[src/rtl/core/pst_pkg.sv]
package pst_pkg;

  // table geometry and field widths
  localparam int unsigned SLOTS  = 16;
  localparam int unsigned SLOT_W = 4;
  localparam int unsigned PID_W  = 16;
  localparam int unsigned CNT_W  = 5;
  localparam int unsigned FUNC_W = 3;
  localparam int unsigned ST_W   = 3;
  localparam int unsigned PRIO_W = 2;

  // process state and priority codes
  localparam logic [ST_W-1:0]   PS_TERMINATED = 3'd0;
  localparam logic [ST_W-1:0]   PS_READY      = 3'd1;
  localparam logic [PRIO_W-1:0] PRIO_NORMAL   = 2'd1;

  // request codes
  typedef enum logic [FUNC_W-1:0] {
    FN_CREATE  = 3'd0,
    FN_TERM    = 3'd1,
    FN_SET     = 3'd2,
    FN_GET     = 3'd3,
    FN_FIND    = 3'd4,
    FN_COUNT   = 3'd5,
    FN_ITER    = 3'd6
  } pst_func_e;

  // sequencer states
  typedef enum logic {
    SQ_IDLE,
    SQ_SCAN
  } pst_seq_e;

  // request transfer
  typedef struct packed {
    logic [FUNC_W-1:0] func;
    logic [PID_W-1:0]  pid_in;
    logic [ST_W-1:0]   new_state;
    logic [PRIO_W-1:0] prio_in;
    logic              from_start;
    logic [SLOT_W-1:0] prev_slot;
  } pst_req_t;

  // result transfer
  typedef struct packed {
    logic              ok;
    logic [PID_W-1:0]  pid_out;
    logic [SLOT_W-1:0] slot_out;
    logic [ST_W-1:0]   state_out;
    logic [PRIO_W-1:0] prio_out;
    logic [CNT_W-1:0]  count_out;
  } pst_res_t;

  // one slot of the table
  typedef struct packed {
    logic              active;
    logic [PID_W-1:0]  pid;
    logic [ST_W-1:0]   state;
    logic [PRIO_W-1:0] prio;
  } pst_entry_t;

  // slot write from the sequencer
  typedef struct packed {
    logic              en;
    logic [SLOT_W-1:0] idx;
    pst_entry_t        entry;
  } pst_wr_t;

endpackage

[src/rtl/core/pst_table.sv]
module pst_table (
  input  logic                       clk_i,
  input  logic                       rst_ni,
  input  pst_pkg::pst_wr_t           wr_i,
  input  logic [pst_pkg::SLOT_W-1:0] rd_idx_i,
  output pst_pkg::pst_entry_t        rd_o
);
  import pst_pkg::*;

  pst_entry_t slot_q [SLOTS];

  // slot storage, cleared to free slots of normal priority
  always_ff @(posedge clk_i or negedge rst_ni) begin
    if (!rst_ni) begin
      for (int i = 0; i < SLOTS; i++) begin
        slot_q[i].active <= 1'b0;
        slot_q[i].pid    <= '0;
        slot_q[i].state  <= PS_TERMINATED;
        slot_q[i].prio   <= PRIO_NORMAL;
      end
    end else if (wr_i.en) begin
      slot_q[wr_i.idx] <= wr_i.entry;
    end
  end

  // single read port at the scan index
  assign rd_o = slot_q[rd_idx_i];

endmodule

[src/rtl/core/process_slot_table.sv]
// done_o rises in the cycle after the transfer for count, undefined codes and
// immediate failures; scans check one slot a cycle from their start slot, done_o
// the cycle after the hit or the last slot.
// busy holds during a scan and drops in the cycle done_o rises, when a new transfer
// can be taken; no request is taken while a scan runs; immediate ones go back to back.
// Reset clears the table and the live count and sets the pid counter to 1.
module process_slot_table (
  input  logic              clk_i,
  input  logic              rst_ni,
  input  logic              start,
  input  pst_pkg::pst_req_t req_i,
  output logic              busy,
  output logic              done_o,
  output pst_pkg::pst_res_t res_o
);
  import pst_pkg::*;

  localparam logic [CNT_W-1:0]  SLOTS_CNT = CNT_W'(SLOTS);
  localparam logic [SLOT_W-1:0] LAST_IDX  = SLOT_W'(SLOTS - 1);

  pst_seq_e          seq_q, seq_d;
  pst_req_t          req_q, req_d;
  pst_res_t          res_q, res_d;
  logic              done_q, done_d;
  logic [SLOT_W-1:0] idx_q, idx_d;
  logic [CNT_W-1:0]  cnt_q, cnt_d;
  logic [PID_W-1:0]  ctr_q, ctr_d;
  logic [PID_W-1:0]  ctr_inc;
  pst_wr_t           wr;
  pst_entry_t        rd;
  logic              hit;

  pst_table u_table (
    .clk_i    (clk_i),
    .rst_ni   (rst_ni),
    .wr_i     (wr),
    .rd_idx_i (idx_q),
    .rd_o     (rd)
  );

  // control registers
  always_ff @(posedge clk_i or negedge rst_ni) begin
    if (!rst_ni) begin
      seq_q  <= SQ_IDLE;
      done_q <= 1'b0;
      cnt_q  <= '0;
      ctr_q  <= PID_W'(1);
    end else begin
      seq_q  <= seq_d;
      done_q <= done_d;
      cnt_q  <= cnt_d;
      ctr_q  <= ctr_d;
    end
  end

  // request, scan index and result payload
  always_ff @(posedge clk_i) begin
    req_q <= req_d;
    idx_q <= idx_d;
    res_q <= res_d;
  end

  // pid counter step, skipping zero on wrap
  assign ctr_inc = (ctr_q + PID_W'(1) == '0) ? PID_W'(1) : ctr_q + PID_W'(1);

  // shared slot compare for the request in flight
  always_comb begin
    case (req_q.func)
      FN_CREATE: hit = !rd.active;
      FN_ITER:   hit = rd.active;
      default:   hit = rd.active && (rd.pid == req_q.pid_in);
    endcase
  end

  // sequencer
  always_comb begin
    seq_d  = seq_q;
    req_d  = req_q;
    idx_d  = idx_q;
    res_d  = res_q;
    done_d = 1'b0;
    cnt_d  = cnt_q;
    ctr_d  = ctr_q;
    wr     = '0;

    case (seq_q)
      SQ_IDLE: begin
        if (start) begin
          req_d           = req_i;
          idx_d           = '0;
          res_d           = '0;
          res_d.count_out = cnt_q;
          case (req_i.func)
            FN_CREATE: begin
              if (cnt_q >= SLOTS_CNT) begin
                done_d = 1'b1;
              end else begin
                seq_d = SQ_SCAN;
              end
            end
            FN_TERM, FN_SET, FN_GET, FN_FIND: begin
              if (req_i.pid_in == '0) begin
                done_d = 1'b1;
              end else begin
                seq_d = SQ_SCAN;
              end
            end
            FN_COUNT: begin
              res_d.ok = 1'b1;
              done_d   = 1'b1;
            end
            FN_ITER: begin
              if (req_i.from_start || ({1'b0, req_i.prev_slot} >= (SLOT_W + 1)'(SLOTS))) begin
                seq_d = SQ_SCAN;
              end else if (req_i.prev_slot == LAST_IDX) begin
                done_d = 1'b1;
              end else begin
                idx_d = req_i.prev_slot + SLOT_W'(1);
                seq_d = SQ_SCAN;
              end
            end
            default: begin
              done_d = 1'b1;
            end
          endcase
        end
      end

      SQ_SCAN: begin
        if (hit) begin
          res_d.ok        = 1'b1;
          res_d.pid_out   = rd.pid;
          res_d.slot_out  = idx_q;
          res_d.state_out = rd.state;
          res_d.prio_out  = rd.prio;
          res_d.count_out = cnt_q;
          wr.idx          = idx_q;
          wr.entry        = rd;
          case (req_q.func)
            FN_CREATE: begin
              wr.en           = 1'b1;
              wr.entry.active = 1'b1;
              wr.entry.pid    = ctr_q;
              wr.entry.state  = PS_READY;
              wr.entry.prio   = req_q.prio_in;
              res_d.pid_out   = ctr_q;
              res_d.state_out = PS_READY;
              res_d.prio_out  = req_q.prio_in;
              cnt_d           = cnt_q + CNT_W'(1);
              res_d.count_out = cnt_q + CNT_W'(1);
              ctr_d           = ctr_inc;
            end
            FN_TERM: begin
              wr.en           = 1'b1;
              wr.entry.active = 1'b0;
              wr.entry.state  = PS_TERMINATED;
              res_d.state_out = PS_TERMINATED;
              if (cnt_q != '0) begin
                cnt_d           = cnt_q - CNT_W'(1);
                res_d.count_out = cnt_q - CNT_W'(1);
              end
            end
            FN_SET: begin
              wr.en           = 1'b1;
              wr.entry.state  = req_q.new_state;
              res_d.state_out = req_q.new_state;
            end
            default: begin
            end
          endcase
          done_d = 1'b1;
          seq_d  = SQ_IDLE;
        end else if (idx_q == LAST_IDX) begin
          // no slot found: failure result
          res_d           = '0;
          res_d.count_out = cnt_q;
          done_d          = 1'b1;
          seq_d           = SQ_IDLE;
        end else begin
          idx_d = idx_q + SLOT_W'(1);
        end
      end

      default: begin
        seq_d = SQ_IDLE;
      end
    endcase
  end

  assign busy   = (seq_q != SQ_IDLE);
  assign done_o = done_q;
  assign res_o  = res_q;

  // a scan never ends without a result strobe
  a_scan_ends_done: assert property (@(posedge clk_i) disable iff (!rst_ni)
    busy |=> (busy || done_o))
    else $error("scan ended without a result");

  // live count stays within the table
  a_cnt_range: assert property (@(posedge clk_i) disable iff (!rst_ni)
    cnt_q <= SLOTS_CNT)
    else $error("live count above table size");

  // pid counter never hands out zero
  a_ctr_nonzero: assert property (@(posedge clk_i) disable iff (!rst_ni)
    ctr_q != '0)
    else $error("pid counter reached zero");

  // count request answers in the next cycle with ok set
  a_count_reply: assert property (@(posedge clk_i) disable iff (!rst_ni)
    (start && !busy && (req_i.func == FN_COUNT)) |=> (done_o && res_o.ok))
    else $error("count request not answered");

endmodule

[config.mk]
export PLATFORM = sky130hd
export DESIGN_NAME = process_slot_table
export DESIGN_NICKNAME = d
export VERILOG_FILES = /design/src/rtl/core/pst_pkg.sv /design/src/rtl/core/pst_table.sv /design/src/rtl/core/process_slot_table.sv
export SDC_FILE = /design/constraint.sdc
export NUM_CORES = 1
export LEC_CHECK = 0
export BUFFER_PORTS_ARGS = -buffer_cell sky130_fd_sc_hd__buf_2
export CORE_MARGIN = 1
export CORE_UTILIZATION = 30
export CTS_CLUSTER_DIAMETER = 30
export DETAILED_ROUTE_END_ITERATION = 6
export PLACE_DENSITY_LB_ADDON = 0.15
export SETUP_SLACK_MARGIN = 0.05
export SLEW_MARGIN = 40
export SYNTH_ARGS = -nofsm -noshare
export SYNTH_HDL_FRONTEND = slang
export SYNTH_SLANG_ARGS = --single-unit
[constraint.sdc]
create_clock -name clk_i -period 4.16 [get_ports clk_i]
set_input_delay 0.208 -clock clk_i [delete_from_list [all_inputs] [get_ports clk_i]]
set_output_delay 0.208 -clock clk_i [all_outputs]
set_load 0.05 [all_outputs]
# ---- Yosys cells after proc, flatten, opt, wreduce, memory -nomap -nowiden
# Index checks and enable logic that the tools add are counted.
dict set report classes {
  add_sub_neg 5
  magnitude_cmp 4
  eq_ne 16
  n_mux 47
  bitwise 3
  n_reduce_logical 15
}
# op count
set ops {}
lappend ops {{bitwise mux 352 bit} 1}
lappend ops {{two-way mux 31 bit} 3}
lappend ops {{binary-select mux 22 bit (select 4 bit)} 1}
lappend ops {{demux 22 bit (select 4 bit)} 1}
lappend ops {{two-way mux 22 bit} 3}
lappend ops {{case mux 31 bit (2 select lines)} 1}
lappend ops {{two-way mux 27 bit} 2}
lappend ops {{logical NOT 16 bit} 2}
lappend ops {{two-way mux 16 bit} 2}
lappend ops {{two-way mux 4 bit} 6}
lappend ops {{adder 16 x 1 -> 16 bit, second input constant} 1}
lappend ops {{== test 16 bit} 1}
lappend ops {{two-way mux 1 bit} 16}
lappend ops {{>= comparator 5 bit, second input constant} 3}
lappend ops {{== test 3 bit, second input constant} 4}
lappend ops {{NOT 4 -> 5 bit} 2}
lappend ops {{case mux 5 bit (2 select lines)} 1}
lappend ops {{== test 3 x 2 -> 1 bit, second input constant} 3}
lappend ops {{case mux 3 bit (3 select lines)} 1}
lappend ops {{adder 4 x 1 -> 4 bit, second input constant} 2}
lappend ops {{== test 4 bit, second input constant} 2}
lappend ops {{case mux 1 bit (2 select lines)} 4}
lappend ops {{case mux 4 bit (2 select lines)} 1}
lappend ops {{== test 3 x 1 -> 1 bit, second input constant} 2}
lappend ops {{17 further kinds} 25}
dict set report word_totals {
  ff_bits 434
  output_inout_bits 33
  elab_cells 169
}

# ---- Longest topological paths before layout
# Gate-level depths: netlist of run 1.
dict set report logic_depth {
  ltp_word 15
  ltp_mapped 15
  depth_no_buf 10
}

# ---- Modules after synthesis
# From an unflattened synthesis of run 1, not the netlist that was laid out.
dict set report hier_totals {
  cells_unflattened 1379
  hier_area_um2 20070.5
}
# mod n_inst cells_per_inst area_per_inst_um2
set modules_own_cells {}
lappend modules_own_cells {pst_table 1 974 15825.2}
lappend modules_own_cells {process_slot_table 1 405 4245.3}

# ---- Worst setup path before layout of run 1
# Ideal clock, no wire load.
dict set report synth_path {
  path_type {reg2reg}
  from {register idx_q[1]}
  to {register res_q (netlist bit res_o[0]) (enable)}
  t_arrival_ns 3.518
  required_time_ns 3.770
  setup_slack_ns 0.252
  path_stages_with_launch 13
  path_buffers 3
  synth_period_minus_slack_ns 3.908
  path_cell_list {edfxtp_1 -> buf_4 -> buf_4 -> mux4_2 -> mux2i_1 -> xnor2_1 -> nor4_1 -> a31oi_1 -> nor4_2 -> a31oi_2 -> buf_2 -> nand3_1 -> o21a_1}
}
dict set report synth_between {
  elab_chain_cells 9
  elab_cells_between_ends 11
}
# item line_no
set synth_lines {}
lappend synth_lines {{start: declaration} process_slot_table.sv:25} ;# logic [SLOT_W-1:0] idx_q, idx_d;
lappend synth_lines {{start signal: assignment} process_slot_table.sv:59} ;# idx_q <= idx_d;
lappend synth_lines {{NOT 4 -> 5 bit (not written as such)} pst_table.sv:27} ;# assign rd_o = slot_q[rd_idx_i];
lappend synth_lines {{binary-select mux 22 bit (select 4 bit)} pst_table.sv:27}
lappend synth_lines {{two-way mux 22 bit (not written as such) (2 in series)} pst_table.sv:27}
lappend synth_lines {{== test 16 bit} process_slot_table.sv:71} ;# default: hit = rd.active && (rd.pid == req_q.pid_in);
lappend synth_lines {{logical AND 1 bit} process_slot_table.sv:71}
lappend synth_lines {{case mux 1 bit (2 select lines)} process_slot_table.sv:68} ;# case (req_q.func)
lappend synth_lines {{!= test 3 x 1 -> 1 bit (no line) (*)} n/a}
lappend synth_lines {{AND reduction 2 bit (no line) (*)} n/a}
lappend synth_lines {{end signal: assignment} process_slot_table.sv:60} ;# res_q <= res_d;
lappend synth_lines {{end: declaration} process_slot_table.sv:23} ;# pst_res_t res_q, res_d;
# Every way passes the cells marked *; elsewhere a longest branch is shown, timed or not. The select of a mux whose other input is x is not followed.
# A chain may end at the register's enable or synchronous reset.

# ---- Final worst setup path of run 1
dict set report layout_path {
  from {register idx_q[1]}
  to {register u_table.slot_q[65] in the netlist's numbering}
}
dict set report layout_between {
  elab_chain_cells 15
  elab_cells_between_ends 18
}
# item line_no
set layout_lines {}
lappend layout_lines {{NOT 4 -> 5 bit (not written as such)} pst_table.sv:27}
lappend layout_lines {{binary-select mux 22 bit (select 4 bit)} pst_table.sv:27}
lappend layout_lines {{two-way mux 22 bit (not written as such) (2 in series)} pst_table.sv:27}
lappend layout_lines {{== test 16 bit} process_slot_table.sv:71}
lappend layout_lines {{logical AND 1 bit} process_slot_table.sv:71}
lappend layout_lines {{case mux 1 bit (2 select lines)} process_slot_table.sv:68}
lappend layout_lines {{two-way mux 27 bit (*)} process_slot_table.sv:130} ;# if (hit) begin
lappend layout_lines {{two-way mux 27 bit (*)} process_slot_table.sv:86} ;# case (seq_q)
lappend layout_lines {{NOT 4 -> 5 bit (not written as such)} pst_table.sv:22} ;# slot_q[wr_i.idx] <= wr_i.entry;
lappend layout_lines {{>= comparator 5 bit (not written as such) / < comparator 5 x 1 -> 1 bit (equally long branches)} pst_table.sv:22}
lappend layout_lines {{logical AND 1 bit (not written as such)} pst_table.sv:22}
lappend layout_lines {{two-way mux 22 bit (not written as such)} pst_table.sv:22}
lappend layout_lines {{demux 22 bit (select 4 bit)} pst_table.sv:22}
lappend layout_lines {{bitwise mux 352 bit} pst_table.sv:22}
lappend layout_lines {{end signal: indexed assignment} pst_table.sv:22}
lappend layout_lines {{end: declaration} pst_table.sv:10} ;# pst_entry_t slot_q [SLOTS];
# Marked as above.

==> flow_metrics.tcl, run 1 <==
set metrics [dict create \
    status "complete, no violations" \
    combPwrFrac_pct 24.8 \
    cts_tree "yes" \
    max_cap_viol_count 0 \
    grt_usage_pct 19.0 \
    dr.pass1.iters 5 \
    synth-main-ff-cell "dfrtp_1" \
    fin_crit_ns 4.06 \
    dp_hpwl_um 42500 \
    crit_path_end_kind "flop" \
    fp.coreArea_um2 67800 \
    clock-sinks 434 \
    hold_path.class "primary input to flop" \
    routabilityCongestion 0.806 \
    port_buffers 64 \
    startpoint_type "flop" \
    maxSlewHeadroom_pct 47.6 \
    clockBufferDepth 3 \
    reg2reg_to "u_table.slot_q[65]" \
    worst_slack_ns 0.0971 \
    finalNonFillerCells 2668 \
    p_seq_share_pct 26.2 \
    grt_pass1_wl_um 98000 \
    synth_edf_count 59 \
    htreeDepth 3 \
    synth.distinct_cells 63 \
    final_max_slew_viol_count 0 \
    postSynthCellCount 1471 \
    p_int_w 0.0131 \
    fp.dieH_um 265 \
    rows 95 \
    numCtsBuffers 113 \
    power.leakage_nw 12.6 \
    vdd.ir_drop.worst_mv 0.381 \
    io_pins 65 \
    globalRouteOverflowTotal 0 \
    wirelength_um 67400 \
    grt_max_degree 92 \
    num_vias 13800 \
    cp_max_fo 8 \
    drc 0 \
    p_switching_w 0.00582 \
    grt_pass1_vias 14500 \
    required_ns 4.69 \
    async_reset_ff_share_pct 86.4 \
    post-route-util_pct 40.8 \
    routedWlPerCell_um 25.3 \
    switching_share_pct 30.8 \
    grt_antenna_before_repair 1 \
    nets 1741 \
    drive_gt1_share_pct 49.2 \
    hold_viol_final 0 \
    synth_fp_nets 1508 \
    fmax_ghz 0.246 \
    yosysWarnings 0 \
    grt_setup_unrepaired "yes" \
    drt_iter0_drc 886 \
    setup_violations 0 \
    ys_ff_latch 434 \
    yosys.area.top_type "dfrtp_1" \
    start_util_pct 30.5 \
    die_w_um 265 \
    hold_depth 4 \
    synth_area_um2 20700 \
    power_frac_clock_pct 49.0 \
    ant_nets 0 \
    r2r-start "idx_q[1]" \
    via_per_inst 5.16 \
    root_buffer "clkbuf_16" \
    netlist.area_leader.share_pct 43.3 \
    placed_cells 2409 \
    arrival_ns 4.59 \
    fin_crit_sh_pct 97.7 \
    avgSynthCellArea_um2 14.1 \
    min-delay-start "req_i[2]" \
    path_class "flop to flop" \
    rrSetupSlack_ns 0.1 \
    detailedPlace.worstSlack_ns -0.134 \
    synthTopCellsByArea "dfrtp_1 (43%), mux2_2 (20%), edfxtp_1 (8.6%)" \
    cts.clk_slew.worst_paths_ns 0.05 \
    clk-insertion-delay-late_ns 0.66 \
    powerDensity_nw_per_um2 684 \
    worst-r2r-cell-count 16 \
    clock-skew-final_ns 0.0362 \
    worst_pin_slew_ns 0.785 \
    areaGrowthSynthToFinish_pct 33.7 \
    fp.dieArea_um2 70000 \
    yosysSeqAreaShare_pct 54.0 \
    hold_end "idx_q[2]" \
]
state kept, by name (all words and copies together), names as in the netlist:
name,cells
u_table.slot_q,352
res_o,31
req_q,24
ctr_q,16
cnt_q,5
idx_q,4
busy,1
done_o,1
how the worst max path moves through the flow:
stage                     depth (start not counted)  slack, ns                   to      from
final                                            16        0.1   u_table.slot_q[65]  idx_q[1]
after floorplan                                  12       0.25             res_o[0]  idx_q[1]
after global routing                             17       0.01  u_table.slot_q[343]  idx_q[1]
after CTS                                        14       0.05  u_table.slot_q[298]  idx_q[1]
after global placement                           12      -0.09  u_table.slot_q[296]  idx_q[1]
after detailed placement                         12      -0.13  u_table.slot_q[297]  idx_q[1]
through the flow:
step / area [µm²] / total power [W] / hold WS [ns] / TNS, ns
3_5_place_dp: 22900 / 0.00940 / 0.226 / -5.15
6_report: 27700 / 0.0189 / 0.0420 / 0
2_1_floorplan: 20700 / 0.00759 / -0.0876 / 0
5_1_grt: 27700 / 0.0196 / 0.0779 / 0
3_3_place_gp: 22800 / 0.00937 / 0.389 / -1.62
4_1_cts: 27300 / 0.0188 / 0.000433 / 0
layout make-up:
cell class / instances / area [µm²]
Antenna cell: 1 / 2.50
Clock buffer: 159 / 3330
Clock inverter: 46 / 766
Fill cell: 6320 / 40100
Inverter: 13 / 48.8
Multi-Input combinational cell: 909 / 9050
Sequential cell: 434 / 11200
Tap cell: 873 / 1090
Timing Repair Buffer: 233 / 2200
critical path, stage by stage, from the launching register on:
cell	delay, ns
edfxtp_1	0.39
buf_4	0.17
clkbuf_16	0.19
buf_4	0.14
mux4_2	0.46
mux2i_1	0.24
xnor2_1	0.19
nor3_1	0.17
a31oi_1	0.20
nor4_2	0.29
buf_4	0.17
a31oi_4	0.10
buf_12	0.16
buf_4	0.17
nor3_4	0.25
buf_4	0.27
mux2_2	0.36
cell usage after synthesis (21+ instances only):
cell type / count
buf_2: 21
nor2_1: 25
and3_1: 21
clkbuf_1: 44
buf_4: 38
o21ai_0: 41
nor3_1: 25
mux2i_1: 60
edfxtp_1: 59
nand2_1: 77
mux4_2: 69
a21oi_1: 23
nand3_1: 29
mux2_2: 361
dfrtp_1: 358
cell families after synthesis:
group,count (synthesis),synth area share (%)
mux,496,30.4
flops,434,54.0
simple gates,230,5.91
compound gates,146,4.76
buf+inv,128,3.25
xor+xnor,32,1.35
fa+ha+maj,5,0.302
power by group through the flow:
| stage | logic (W) | clock network, W | registers [W] |
|---|---|---|---|
| after CTS | 0.00442 | 0.00943 | 0.00497 |
| after global placement | 0.00435 | 0 | 0.00502 |
| after detailed placement | 0.00437 | 0 | 0.00502 |
| after global routing | 0.00495 | 0.00967 | 0.00501 |
| final | 0.00468 | 0.00927 | 0.00497 |
| after floorplan | 0.00222 | 0 | 0.00538 |
layout by cell type, fill, tap and decap left out, types with 5 or more instances in the layout:
cell type	Yosys	routed
ha_1	5	5
buf_4	38	96
clkbuf_8	0	22
buf_2	21	63
nand2b_1	8	8
mux2_2	361	361
mux4_2	69	69
a21oi_1	23	23
inv_1	13	13
clkinvlp_4	0	5
clkbuf_1	44	19
nor2b_1	9	6
buf_12	0	29
nor3_4	8	16
nor4_1	9	6
nor3_1	25	16
and3_1	21	21
xnor2_1	16	16
xor2_1	16	15
mux2_1	6	6
o21ai_0	41	40
o31ai_1	5	5
edfxtp_1	59	59
mux2i_1	60	57
nand2_1	77	77
buf_6	3	7
a22oi_1	16	15
dfrtp_1	358	358
clkbuf_16	0	123
nor2_1	25	23
a22o_1	8	8
dfstp_2	17	17
bufinv_16	0	19
clkinv_2	0	18
nand3_1	29	29
dlygate4sd3_1	0	28
o211ai_1	6	6
o22ai_1	6	6
repair_timing:
item / in CTS / in global routing
hold buffers: 28 / 0
pin swaps: 1 / 7
setup endpoints to repair: 237 / 382
setup buffers: 1 / 17
cloned: 0 / 7
resized for setup: 6 / 29
endpoints found under the hold margin: 138 / 0
layer usage:
metal,GRT usage [%],vias to the layer above,wire length (µm)
met2,29.9,380,31200
met1,26.6,7277,31300
met4,5.74,0,1420
met3,3.49,107,3420
li1,-,6008,-
met5,0,-,0
Power figures use the tool's default switching activity.
==> inputs of run 2 (changes only) <==
--- a/config.mk
+++ b/config.mk
@@ -6,11 +6,9 @@
 export NUM_CORES = 1
 export LEC_CHECK = 0
 export BUFFER_PORTS_ARGS = -buffer_cell sky130_fd_sc_hd__buf_2
-export CORE_MARGIN = 1
 export CORE_UTILIZATION = 30
 export CTS_CLUSTER_DIAMETER = 30
 export DETAILED_ROUTE_END_ITERATION = 6
-export PLACE_DENSITY_LB_ADDON = 0.15
 export SETUP_SLACK_MARGIN = 0.05
 export SLEW_MARGIN = 40
 export SYNTH_ARGS = -nofsm -noshare
==> constraint.sdc (replaced) <==
create_clock -name clk_i -period 4.75 [get_ports clk_i]
set_input_delay 0.2375 -clock clk_i [delete_from_list [all_inputs] [get_ports clk_i]]
set_output_delay 0.2375 -clock clk_i [all_outputs]
set_load 0.05 [all_outputs]
==> flow_metrics.tcl, run 2 (same netlist as run 1, synthesis figures left out) <==
set metrics [dict create \
    fmax_ghz 0.233 \
    fin_setup_tns_ns 0 \
    final_max_slew_viol_count 0 \
    finalPower_w 0.0155 \
    num_vias 13600 \
    clock-sinks 434 \
    p_int_w 0.0107 \
    fp.dieArea_um2 70000 \
    path_class "flop to flop" \
    cts_tree "yes" \
    placed_cells 2371 \
    via_per_inst 5.26 \
    worst_pin_slew_ns 0.854 \
    grt_max_degree 102 \
    worst_slack_ns 0.456 \
    top_layer "met5" \
    switching_share_pct 31.2 \
    required_ns 5.25 \
    grt_pass1_vias 14500 \
    largest_reg_flops 352 \
    dp_hpwl_um 38700 \
    startpoint_type "flop" \
    worst-r2r-cell-count 11 \
    fp.dieH_um 265 \
    hold_viol_final 0 \
    fin_crit_sh_pct 90.4 \
    clock-skew-final_ns 0.0314 \
    detailedPlace.worstSlack_ns 0.514 \
    setup_violations 0 \
    power.leakage_nw 11.9 \
    htreeDepth 3 \
    rows 95 \
    hold_path.class "primary input to async pin" \
    areaGrowthSynthToFinish_pct 27.5 \
    numCtsBuffers 102 \
    cts_resized 0 \
    placed_area_um2 22300 \
    final_common_cell "mux2_2" \
    powerDensity_nw_per_um2 588 \
    clk-insertion-delay-late_ns 0.64 \
    met2WireLength_um 28700 \
    vdd.ir_drop.worst_mv 0.317 \
    root_buffer "clkbuf_16" \
    final_area_um2 26400 \
    grt_setup_unrepaired "no" \
    ant_nets 0 \
    grt_antenna_before_repair 2 \
    cts.clk_slew.worst_paths_ns 0.05 \
    status "complete, no violations" \
    drive_gt1_share_pct 46.5 \
    grt_pass1_wl_um 92800 \
    p_seq_share_pct 28.1 \
    p_switching_w 0.00484 \
    final_cell_mix "mux2_2 (361), dfrtp_1 (358), clkbuf_16 (106), nand2_1 (77), mux4_2 (69)" \
    routedWlPerCell_um 23.3 \
    cts_setup_buffers 0 \
    globalRouteOverflowTotal 0 \
    dr.pass1.iters 5 \
    arrival_ns 4.80 \
    diodes 0 \
    start_util_pct 30.5 \
    clockBufferDepth 3 \
    combPwrFrac_pct 22.9 \
    fp.coreArea_um2 67800 \
    crit_path_end_kind "flop" \
    drc 0 \
    fin_crit_ns 4.29 \
    postCtsHoldBufs 26 \
    max_cap_viol_count 0 \
    wirelength_um 60300 \
    io_pins 65 \
    wl_met3_um 3740 \
    maxSlewHeadroom_pct 43.0 \
    largest_register "u_table.slot_q" \
    power_frac_clock_pct 49.0 \
    grt_usage_pct 17.6 \
    routabilityCongestion 0.876 \
    drt_iter0_drc 950 \
    finalNonFillerCells 2590 \
    die_w_um 265 \
    cp_max_fo 28 \
    port_buffers 64 \
    nets 1666 \
    fill_cells 6261 \
    met1_length_um 26200 \
]
run 2: cell count changes in the layout (fill, tap and decap cells not counted), moves of 8 or more:
cell,delta
buf_4,-30
clkbuf_16,-17
clkbuf_8,-10
nor3_2,+8
clkinv_4,+10
buf_12,-17
nor3_4,-8
run 2: final timing paths:
check                                         start             endpoint  slack [ns]
worst max-delay path                       idx_q[0]  u_table.slot_q[270]        0.46
worst min-delay path                         rst_ni             cnt_q[3]        0.07
worst max register to register             idx_q[0]  u_table.slot_q[270]        0.46
worst min register to register  u_table.slot_q[113]  u_table.slot_q[113]        0.48
max in group asynchronous                    rst_ni   u_table.slot_q[27]        3.40
min in group clk_i                         req_i[0]             idx_q[0]        0.08
run 2: cell type report:
cell class                      count  area, µm²  area share [%]
Tap cell                          873       1090            4.14
Inverter                           13       48.8           0.185
Timing Repair Buffer              169       1350            5.13
Sequential cell                   434      11200            42.4
Clock inverter                     62        927            3.52
Multi-Input combinational cell    909       8910            33.8
Clock buffer                      130       2860            10.9
run 2: critical path, stage by stage, from the launching register on:
cell and delay [ns]:
edfxtp_1 0.61, buf_4 0.43, mux4_2 0.54, o21ai_0 0.35, xor2_1 0.18, a31oi_1 0.19
nor4_2 0.49, a31oi_4 0.15, buf_12 0.22, nor3_2 0.21, buf_4 0.37, mux2_2 0.38
run 2: metal layers:
metal / vias to the layer above / GRT usage, %
met3: 107 / 3.73
met1: 7222 / 23.4
li1: 5852 / -
met2: 446 / 27.8
met4: 2 / 7.43
met5: - / 0
run 2: stage by stage:
step / utilization, % / hold slack (ns)
2_1_floorplan: - / -0.0581
3_5_place_dp: 32.9 / 0.347
6_report: 38.9 / 0.0729
4_1_cts: 38.9 / 0.0389
5_1_grt: 38.9 / 0.0659
3_3_place_gp: 32.9 / 0.334
run 2: power groups by stage:
stage | Combinational (W) | Sequential, W | Clock [W]
floorplan | 0.00194 | 0.00471 | 0
global placement | 0.00351 | 0.00440 | 0
detailed placement | 0.00352 | 0.00441 | 0
CTS | 0.00355 | 0.00436 | 0.00770
global route | 0.00376 | 0.00439 | 0.00792
finish | 0.00355 | 0.00436 | 0.00760
